<file path="config.mk">
export PLATFORM = sky130hd
export DESIGN_NAME = i2c_master_read_sequencer
export DESIGN_NICKNAME = d
export VERILOG_FILES = /design/src/design/i2cmrs_pkg.sv /design/src/design/i2cmrs_front.sv /design/src/design/i2cmrs_queue.sv /design/src/design/i2cmrs_back.sv /design/src/design/i2c_master_read_sequencer.sv
export SDC_FILE = /design/constraint.sdc
export NUM_CORES = 1
export LEC_CHECK = 0
export BUFFER_PORTS_ARGS = -buffer_cell sky130_fd_sc_hd__buf_2
export CORE_MARGIN = 3
export CORE_UTILIZATION = 26
export DETAILED_ROUTE_END_ITERATION = 6
export HOLD_SLACK_MARGIN = 0.06
export SLEW_MARGIN = 25
export SYNTH_ARGS = -nofsm -noshare
export SYNTH_HDL_FRONTEND = slang
export SYNTH_SLANG_ARGS = --single-unit
</file>
<file path="constraint.sdc">
create_clock -name clk -period 4.44 [get_ports clk]
set_input_delay 0.888 -clock clk [delete_from_list [all_inputs] [get_ports clk]]
set_output_delay 0.888 -clock clk [all_outputs]
set_load 0.01 [all_outputs]
</file>
<file path="src/design/i2cmrs_pkg.sv">
// Shared types, codes and constants for the I2C master read sequencer.
package i2cmrs_pkg;

    localparam int QDEPTH = 2;

    localparam logic [2:0] KIND_START = 3'd0;
    localparam logic [2:0] KIND_ACK   = 3'd1;
    localparam logic [2:0] KIND_NACK  = 3'd2;
    localparam logic [2:0] KIND_RX    = 3'd3;
    localparam logic [2:0] KIND_STOP  = 3'd4;

    typedef enum logic [2:0] {
        EV_START,
        EV_ACK,
        EV_NACK,
        EV_RX,
        EV_STOP,
        EV_BAD
    } ev_t;

    typedef enum logic [2:0] {
        PH_IDLE,
        PH_REQ_DEV,
        PH_WRITE,
        PH_REQ_DATA,
        PH_READ,
        PH_CLOSE
    } phase_t;

    typedef enum logic [2:0] {
        ACT_NONE       = 3'd0,
        ACT_ADDR_W     = 3'd1,
        ACT_CMD        = 3'd2,
        ACT_ADDR_R     = 3'd3,
        ACT_STORE_ACK  = 3'd4,
        ACT_STORE_STOP = 3'd5,
        ACT_DONE       = 3'd6,
        ACT_ERROR      = 3'd7
    } action_t;

    typedef struct packed {
        logic [2:0]  kind;
        logic [6:0]  dev_addr;
        logic        read_request;
        logic [7:0]  cmd_byte;
        logic [7:0]  read_length;
        logic [31:0] completion_tag;
        logic [7:0]  rx_byte;
    } req_item_t;

    typedef struct packed {
        logic [2:0]  action;
        logic [7:0]  tx_byte;
        logic [7:0]  store_index;
        logic [7:0]  store_byte;
        logic [31:0] done_tag;
        logic        busy_res;
    } rsp_item_t;

    typedef struct packed {
        ev_t       ev;
        req_item_t data;
    } q_item_t;

endpackage

</file>
<file path="src/design/i2cmrs_front.sv">
// Front end: takes request items and decodes the event kind for the queue.
module i2cmrs_front (
    input  logic                 req_valid,
    output logic                 req_stall,
    input  i2cmrs_pkg::req_item_t req,
    input  logic                 q_full,
    output logic                 push,
    output i2cmrs_pkg::q_item_t  entry
);
    import i2cmrs_pkg::*;

    ev_t ev;

    always_comb
    begin
        case (req.kind)
            KIND_START: ev = EV_START;
            KIND_ACK:   ev = EV_ACK;
            KIND_NACK:  ev = EV_NACK;
            KIND_RX:    ev = EV_RX;
            KIND_STOP:  ev = EV_STOP;
            default:    ev = EV_BAD;
        endcase
    end

    assign req_stall  = q_full;
    assign push       = req_valid && !q_full;
    assign entry.ev   = ev;
    assign entry.data = req;

endmodule

</file>
<file path="src/design/i2cmrs_queue.sv">
// Short item queue between the front end and the sequencer.
module i2cmrs_queue #(
    parameter int DEPTH = i2cmrs_pkg::QDEPTH
) (
    input  logic                clk,
    input  logic                rst_n,
    input  logic                push,
    input  i2cmrs_pkg::q_item_t wr_item,
    output logic                full,
    input  logic                pop,
    output logic                q_valid,
    output i2cmrs_pkg::q_item_t rd_item
);
    import i2cmrs_pkg::*;

    localparam int PW = (DEPTH > 1) ? $clog2(DEPTH) : 1;
    localparam int CW = $clog2(DEPTH + 1);

    q_item_t        store_reg [DEPTH];
    logic [PW-1:0]  wr_ptr_reg, wr_ptr_next;
    logic [PW-1:0]  rd_ptr_reg, rd_ptr_next;
    logic [CW-1:0]  count_reg, count_next;
    logic           do_pop;

    assign full    = (count_reg == CW'(DEPTH));
    assign q_valid = (count_reg != '0);
    assign rd_item = store_reg[rd_ptr_reg];
    assign do_pop  = pop && q_valid;

    always_comb
    begin
        wr_ptr_next = wr_ptr_reg;
        rd_ptr_next = rd_ptr_reg;
        count_next  = count_reg;
        if (push)
        begin
            wr_ptr_next = (wr_ptr_reg == PW'(DEPTH - 1)) ? '0 : wr_ptr_reg + PW'(1);
        end
        if (do_pop)
        begin
            rd_ptr_next = (rd_ptr_reg == PW'(DEPTH - 1)) ? '0 : rd_ptr_reg + PW'(1);
        end
        if (push && !do_pop)
        begin
            count_next = count_reg + CW'(1);
        end
        else if (!push && do_pop)
        begin
            count_next = count_reg - CW'(1);
        end
    end

    always_ff @(posedge clk or negedge rst_n)
    begin
        if (!rst_n)
        begin
            wr_ptr_reg <= '0;
            rd_ptr_reg <= '0;
            count_reg  <= '0;
        end
        else
        begin
            wr_ptr_reg <= wr_ptr_next;
            rd_ptr_reg <= rd_ptr_next;
            count_reg  <= count_next;
        end
    end

    always_ff @(posedge clk)
    begin
        if (push)
        begin
            store_reg[wr_ptr_reg] <= wr_item;
        end
    end

endmodule

</file>
<file path="src/design/i2cmrs_back.sv">
// Back end: transaction phase machine and registered result item.
module i2cmrs_back (
    input  logic                  clk,
    input  logic                  rst_n,
    input  logic                  q_valid,
    input  i2cmrs_pkg::q_item_t   head,
    output logic                  pop,
    output logic                  rsp_valid,
    input  logic                  rsp_stall,
    output i2cmrs_pkg::rsp_item_t rsp
);
    import i2cmrs_pkg::*;

    phase_t      phase_reg, phase_next;
    logic [6:0]  addr_reg, addr_next;
    logic        reading_reg, reading_next;
    logic [7:0]  cmd_reg, cmd_next;
    logic [7:0]  limit_reg, limit_next;
    logic [7:0]  saved_reg, saved_next;
    logic [31:0] tag_reg, tag_next;
    logic        out_valid_reg, out_valid_next;
    rsp_item_t   out_reg;
    rsp_item_t   res;
    logic [7:0]  saved_inc;
    logic        last_byte;

    assign pop       = q_valid && (!out_valid_reg || !rsp_stall);
    assign saved_inc = saved_reg + 8'd1;
    assign last_byte = (saved_inc >= limit_reg) || (saved_inc == 8'd0);

    // next state
    always_comb
    begin
        phase_next   = phase_reg;
        addr_next    = addr_reg;
        reading_next = reading_reg;
        cmd_next     = cmd_reg;
        limit_next   = limit_reg;
        saved_next   = saved_reg;
        tag_next     = tag_reg;
        if (pop)
        begin
            case (phase_reg)
                PH_IDLE:
                begin
                    if (head.ev == EV_START)
                    begin
                        addr_next    = head.data.dev_addr;
                        reading_next = head.data.read_request;
                        cmd_next     = head.data.cmd_byte;
                        limit_next   = head.data.read_length;
                        tag_next     = head.data.completion_tag;
                        saved_next   = 8'd0;
                        phase_next   = PH_REQ_DEV;
                    end
                end
                PH_REQ_DEV:
                begin
                    if (head.ev == EV_ACK)
                    begin
                        phase_next = PH_WRITE;
                    end
                end
                PH_WRITE:
                begin
                    if (head.ev == EV_ACK && reading_reg)
                    begin
                        phase_next = PH_REQ_DATA;
                    end
                end
                PH_REQ_DATA:
                begin
                    if (head.ev == EV_ACK)
                    begin
                        phase_next = PH_READ;
                    end
                end
                PH_READ:
                begin
                    if (head.ev == EV_RX)
                    begin
                        saved_next = saved_inc;
                        if (last_byte)
                        begin
                            phase_next = PH_CLOSE;
                        end
                    end
                end
                PH_CLOSE:
                begin
                    if (head.ev == EV_STOP)
                    begin
                        phase_next = PH_IDLE;
                    end
                end
                default:
                begin
                    phase_next = PH_IDLE;
                end
            endcase
        end
    end

    // result for the head item
    always_comb
    begin
        res             = '0;
        res.action      = ACT_ERROR;
        res.busy_res    = (phase_next != PH_IDLE);
        case (phase_reg)
            PH_IDLE:
            begin
                if (head.ev == EV_START)
                begin
                    res.action  = ACT_ADDR_W;
                    res.tx_byte = {head.data.dev_addr, 1'b0};
                end
            end
            PH_REQ_DEV:
            begin
                if (head.ev == EV_ACK)
                begin
                    res.action  = ACT_CMD;
                    res.tx_byte = cmd_reg;
                end
            end
            PH_WRITE:
            begin
                if (head.ev == EV_ACK)
                begin
                    if (reading_reg)
                    begin
                        res.action  = ACT_ADDR_R;
                        res.tx_byte = {addr_reg, 1'b1};
                    end
                    else
                    begin
                        res.action = ACT_NONE;
                    end
                end
            end
            PH_REQ_DATA:
            begin
                if (head.ev == EV_ACK)
                begin
                    res.action = ACT_NONE;
                end
                else if (head.ev == EV_NACK)
                begin
                    if (reading_reg)
                    begin
                        res.action  = ACT_ADDR_R;
                        res.tx_byte = {addr_reg, 1'b1};
                    end
                    else
                    begin
                        res.action = ACT_NONE;
                    end
                end
            end
            PH_READ:
            begin
                if (head.ev == EV_RX)
                begin
                    res.action      = last_byte ? ACT_STORE_STOP : ACT_STORE_ACK;
                    res.store_index = saved_reg;
                    res.store_byte  = head.data.rx_byte;
                end
            end
            PH_CLOSE:
            begin
                if (head.ev == EV_STOP)
                begin
                    res.action   = ACT_DONE;
                    res.done_tag = tag_reg;
                end
            end
            default:
            begin
                res.action = ACT_ERROR;
            end
        endcase
    end

    always_comb
    begin
        if (pop)
        begin
            out_valid_next = 1'b1;
        end
        else if (rsp_stall)
        begin
            out_valid_next = out_valid_reg;
        end
        else
        begin
            out_valid_next = 1'b0;
        end
    end

    always_ff @(posedge clk or negedge rst_n)
    begin
        if (!rst_n)
        begin
            phase_reg     <= PH_IDLE;
            addr_reg      <= '0;
            reading_reg   <= 1'b0;
            cmd_reg       <= '0;
            limit_reg     <= '0;
            saved_reg     <= '0;
            tag_reg       <= '0;
            out_valid_reg <= 1'b0;
        end
        else
        begin
            phase_reg     <= phase_next;
            addr_reg      <= addr_next;
            reading_reg   <= reading_next;
            cmd_reg       <= cmd_next;
            limit_reg     <= limit_next;
            saved_reg     <= saved_next;
            tag_reg       <= tag_next;
            out_valid_reg <= out_valid_next;
        end
    end

    always_ff @(posedge clk)
    begin
        if (pop)
        begin
            out_reg <= res;
        end
    end

    assign rsp_valid = out_valid_reg;
    assign rsp       = out_reg;

endmodule

</file>
<file path="src/design/i2c_master_read_sequencer.sv">
// Top level of the I2C master read sequencer.
//
//  channel | direction | handshake             | payload
//  req     | in        | req_valid / req_stall | i2cmrs_pkg::req_item_t
//  rsp     | out       | rsp_valid / rsp_stall | i2cmrs_pkg::rsp_item_t
//
// One item per cycle sustained while rsp_stall stays low; each item gives one result item.
// An accepted item is registered in the queue, then in the result register that drives rsp_valid.
// The phase machine advances at most once per item, set by the single back-end update.
// rst_n clears the phase, latched request fields, queue and result valid.
// req_stall rises when the queue is full; rsp_stall holds the result register.
module i2c_master_read_sequencer #(
    parameter int QUEUE_DEPTH = i2cmrs_pkg::QDEPTH
) (
    input  logic                  clk,
    input  logic                  rst_n,
    input  logic                  req_valid,
    output logic                  req_stall,
    input  i2cmrs_pkg::req_item_t req,
    output logic                  rsp_valid,
    input  logic                  rsp_stall,
    output i2cmrs_pkg::rsp_item_t rsp
);
    import i2cmrs_pkg::*;

    logic    push;
    logic    q_full;
    logic    q_valid;
    logic    pop;
    q_item_t entry;
    q_item_t head;

    i2cmrs_front u_front (
        .req_valid (req_valid),
        .req_stall (req_stall),
        .req       (req),
        .q_full    (q_full),
        .push      (push),
        .entry     (entry)
    );

    i2cmrs_queue #(
        .DEPTH (QUEUE_DEPTH)
    ) u_queue (
        .clk     (clk),
        .rst_n   (rst_n),
        .push    (push),
        .wr_item (entry),
        .full    (q_full),
        .pop     (pop),
        .q_valid (q_valid),
        .rd_item (head)
    );

    i2cmrs_back u_back (
        .clk       (clk),
        .rst_n     (rst_n),
        .q_valid   (q_valid),
        .head      (head),
        .pop       (pop),
        .rsp_valid (rsp_valid),
        .rsp_stall (rsp_stall),
        .rsp       (rsp)
    );

endmodule

</file>
==> flow_summary.yaml <==
die:
  start_util_pct: 26.6
  placementRows: 72
  die_w_um: 206
  core_um2: 39100
  io_pins: 133
  die-area_um2: 42500
  die_y_um: 206
place:
  pre_cts_ws_ns: 1.32
  dp_hpwl_mm: 13.8
  dpl-instance-area_um2: 11700
  gp_congestion: 0.804
  numPortBuffers: 132
synthesis:
  avgSynthCellArea_um2: 14.7
  async_reset_ff_share_pct: 27.1
  ys.flop_type: "edfxtp_1"
  syn-num-nets: 787
  yosysTopAreaCellShare_pct: 56.0
  yosysWarnings: 0
  syn_inst: 706
  ys_seq_area_share_pct: 73.3
  synth_top_cell_by_area: "edfxtp_1"
  ys_seq_elements: 266
  synth_edf_count: 194
  ys_types: 56
  netlist_top_cells_area: "edfxtp_1 (56%), dfrtp_1 (17%), mux2i_1 (6.3%)"
  syn_area_um2: 10400
pwr:
  totalPowerFinal_w: 0.00717
  intPower_w: 0.00521
  seqPwrFrac_pct: 48.9
  vdd_ir_drop_max_mv: 0.295
  power_switching_share_pct: 27.3
  leakage_nw: 5.04
  switchingPower_w: 0.00196
  comb_power_share_pct: 16.9
  p_clk_share_pct: 34.1
  power_density_nw_per_um2: 566
sta:
  hold_viol: 0
  maxSlewViolCount: 0
  post-route-period-util_pct: 70.2
  finalSetupTns_ns: 0
  setup_ws_ns: 1.32
  max_freq_mhz: 321
  whs_ns: 0.368
  fin_crit_ns: 3.12
  clock_skew_ns: 0.0232
  relSlewSlack_pct: 34.6
  rsz0062_at_grt: "no"
  finalSetupViolations: 0
  tightest_slew_ns: 0.982
cts:
  clkSlewWorstSetupHoldPaths_ns: 0.06
  clock_sinks: 266
  tritoncts: "done"
  cts_max_path_buffers: 3
  cts-buffers-inserted: 30
  cts_resized: 0
  cts-root-buf: "clkbuf_16"
  cts_hold_buf: 0
  post_cts_buffers: 0
  clk_latency_ns: 0.55
  htree_levels: 1
routing:
  drt-pass1-iter-count: 4
  num_vias: 5854
  drt-met1-wl_mm: 9.36
  highest_layer: "met5"
  drtIter0Drc: 305
  drc_errors: 0
  wl_met3_mm: 1.30
  wirelength_mm: 21.6
  ant_nets: 0
  routed-wl-met2_mm: 10.4
  wire_per_inst_um: 15.5
  viasPerCell: 4.21
critical_path:
  crit_chain: "ha_1 -> and2_4 -> nand2_1 -> or2_2 -> nand2_1 -> ha_1 -> a21o_1 -> a21oi_1 -> o21ai_0 -> maj3_2 -> a211o_1 -> a211o_1"
  r2r_setup_slack_ns: 1.32
  r2r-end: "u_back.rsp[57]"
  crit_path_start: "u_back.saved_reg[0]"
  cp.arrival_ns: 3.40
  start_kind: "flip-flop"
  ff2ff_path_depth: 12
  r2r_start: "u_back.saved_reg[0]"
  cp-end-kind: "flip-flop"
  path_class: "reg -> reg"
  critPathRequiredTime_ns: 4.72
  crit_slowest_cell: "dfrtp_1"
  crit_path_max_incr_delay_ns: 0.46
  cp_max_fo: 8
cells_and_area:
  mostFrequentLayoutCell: "edfxtp_1"
  final_area_um2: 12700
  num-nets-final: 927
  largest_reg_flops: 134
  drive_above_1_share_pct: 23.2
  layout_common_cells: "edfxtp_1 (194), buf_2 (131), nand2_1 (80)"
  syn2layout_area_growth_pct: 21.8
run_status:
  status: "completed"
global_routing:
  grt_pass1_vias: 5781
  grt_first_pass_wirelength_mm: 33.1
  overflow: 0
  antenna_found_initial: 2
  grt_use_total_pct: 9.91
  grt_max_degree: 73
worst_hold_path:
  hp-class: "in -> async"
flow_run:
  cap_violations: 0
-- cells by family after synthesis --
family,share of synthesized area (%)
and+or+nand+nor,8.73
DFF,73.3
xor gates and xnor gates,0.842
AOI/OAI and AO/OA,7.46
buffers and inverters,2.01
adders and majority gates,1.31
muxes,6.35
-- area by class of cell --
cell class                      instances  area (um^2)
Clock buffer                           38          791
Antenna cell                            1         2.50
Fill cell                            3899        26400
Timing Repair Buffer                  141          747
Tap cell                              518          648
Multi-Input combinational cell        392         2590
Clock inverter                         18          199
Inverter                               15         57.6
Sequential cell                       266         7630
-- metal layers --
| layer | vias to the layer above | global-route usage (%) |
|---|---|---|
| met5 | - | 0 |
| met2 | 146 | 16.5 |
| li1 | 2878 | - |
| met3 | 39 | 2.24 |
| met4 | 4 | 2.86 |
| met1 | 2787 | 13.0 |
-- cells in the mapped netlist (2+ instances only) --
master	n
a21o_1	5
dfrtp_1	72
clkbuf_1	13
a22o_1	5
buf_1	2
or3_1	3
a211o_1	2
xnor2_1	7
o31ai_1	2
nand2b_1	6
o21ai_1	63
and2_1	41
ha_1	10
o21ai_0	8
inv_1	15
nor3_1	3
nand3_1	6
and3_1	5
nor2b_1	4
mux2i_1	66
edfxtp_1	194
xor2_1	3
o22ai_1	3
nand2_2	2
nand2_1	80
a31oi_1	2
a221o_1	8
buf_2	16
nor2_1	28
a21oi_1	6
-- worst max-delay path: cells and delay by family (launching register included) --
family,cells,cell delay (ns)
simple gates,4,0.63
flops,1,0.46
fa+ha+maj,3,0.82
compound gates,5,0.96
-- power by group through the flow --
stage | logic (W) | clock network, W | registers, W
6_report | 0.00121 | 0.00245 | 0.00351
5_1_grt | 0.00134 | 0.00263 | 0.00356
4_1_cts | 0.00126 | 0.00253 | 0.00352
3_5_place_dp | 0.00125 | 0 | 0.00357
3_3_place_gp | 0.00124 | 0 | 0.00356
2_1_floorplan | 0.000742 | 0 | 0.00355
-- worst max path at each step --
| stage | end | slack [ns] | cells after the start |
|---|---|---|---|
| floorplan | u_queue.store_reg[0][0] | 0.17 | 2 |
| global placement | u_back.rsp[57] | 1.38 | 12 |
| CTS | u_back.rsp[57] | 1.31 | 12 |
| detailed placement | u_back.rsp[57] | 1.32 | 12 |
| finish | u_back.rsp[57] | 1.32 | 12 |
| global route | u_back.rsp[57] | 1.10 | 12 |
-- per-stage QoR --
stage | util, % | instances
after detailed placement | 29.9 | 1332
after CTS | 32.4 | 1388
after global routing | 32.4 | 1388
after global placement | 29.9 | 1332
final | 32.4 | 1389
after floorplan | - | 706
Power figures use the tool's default switching activity.
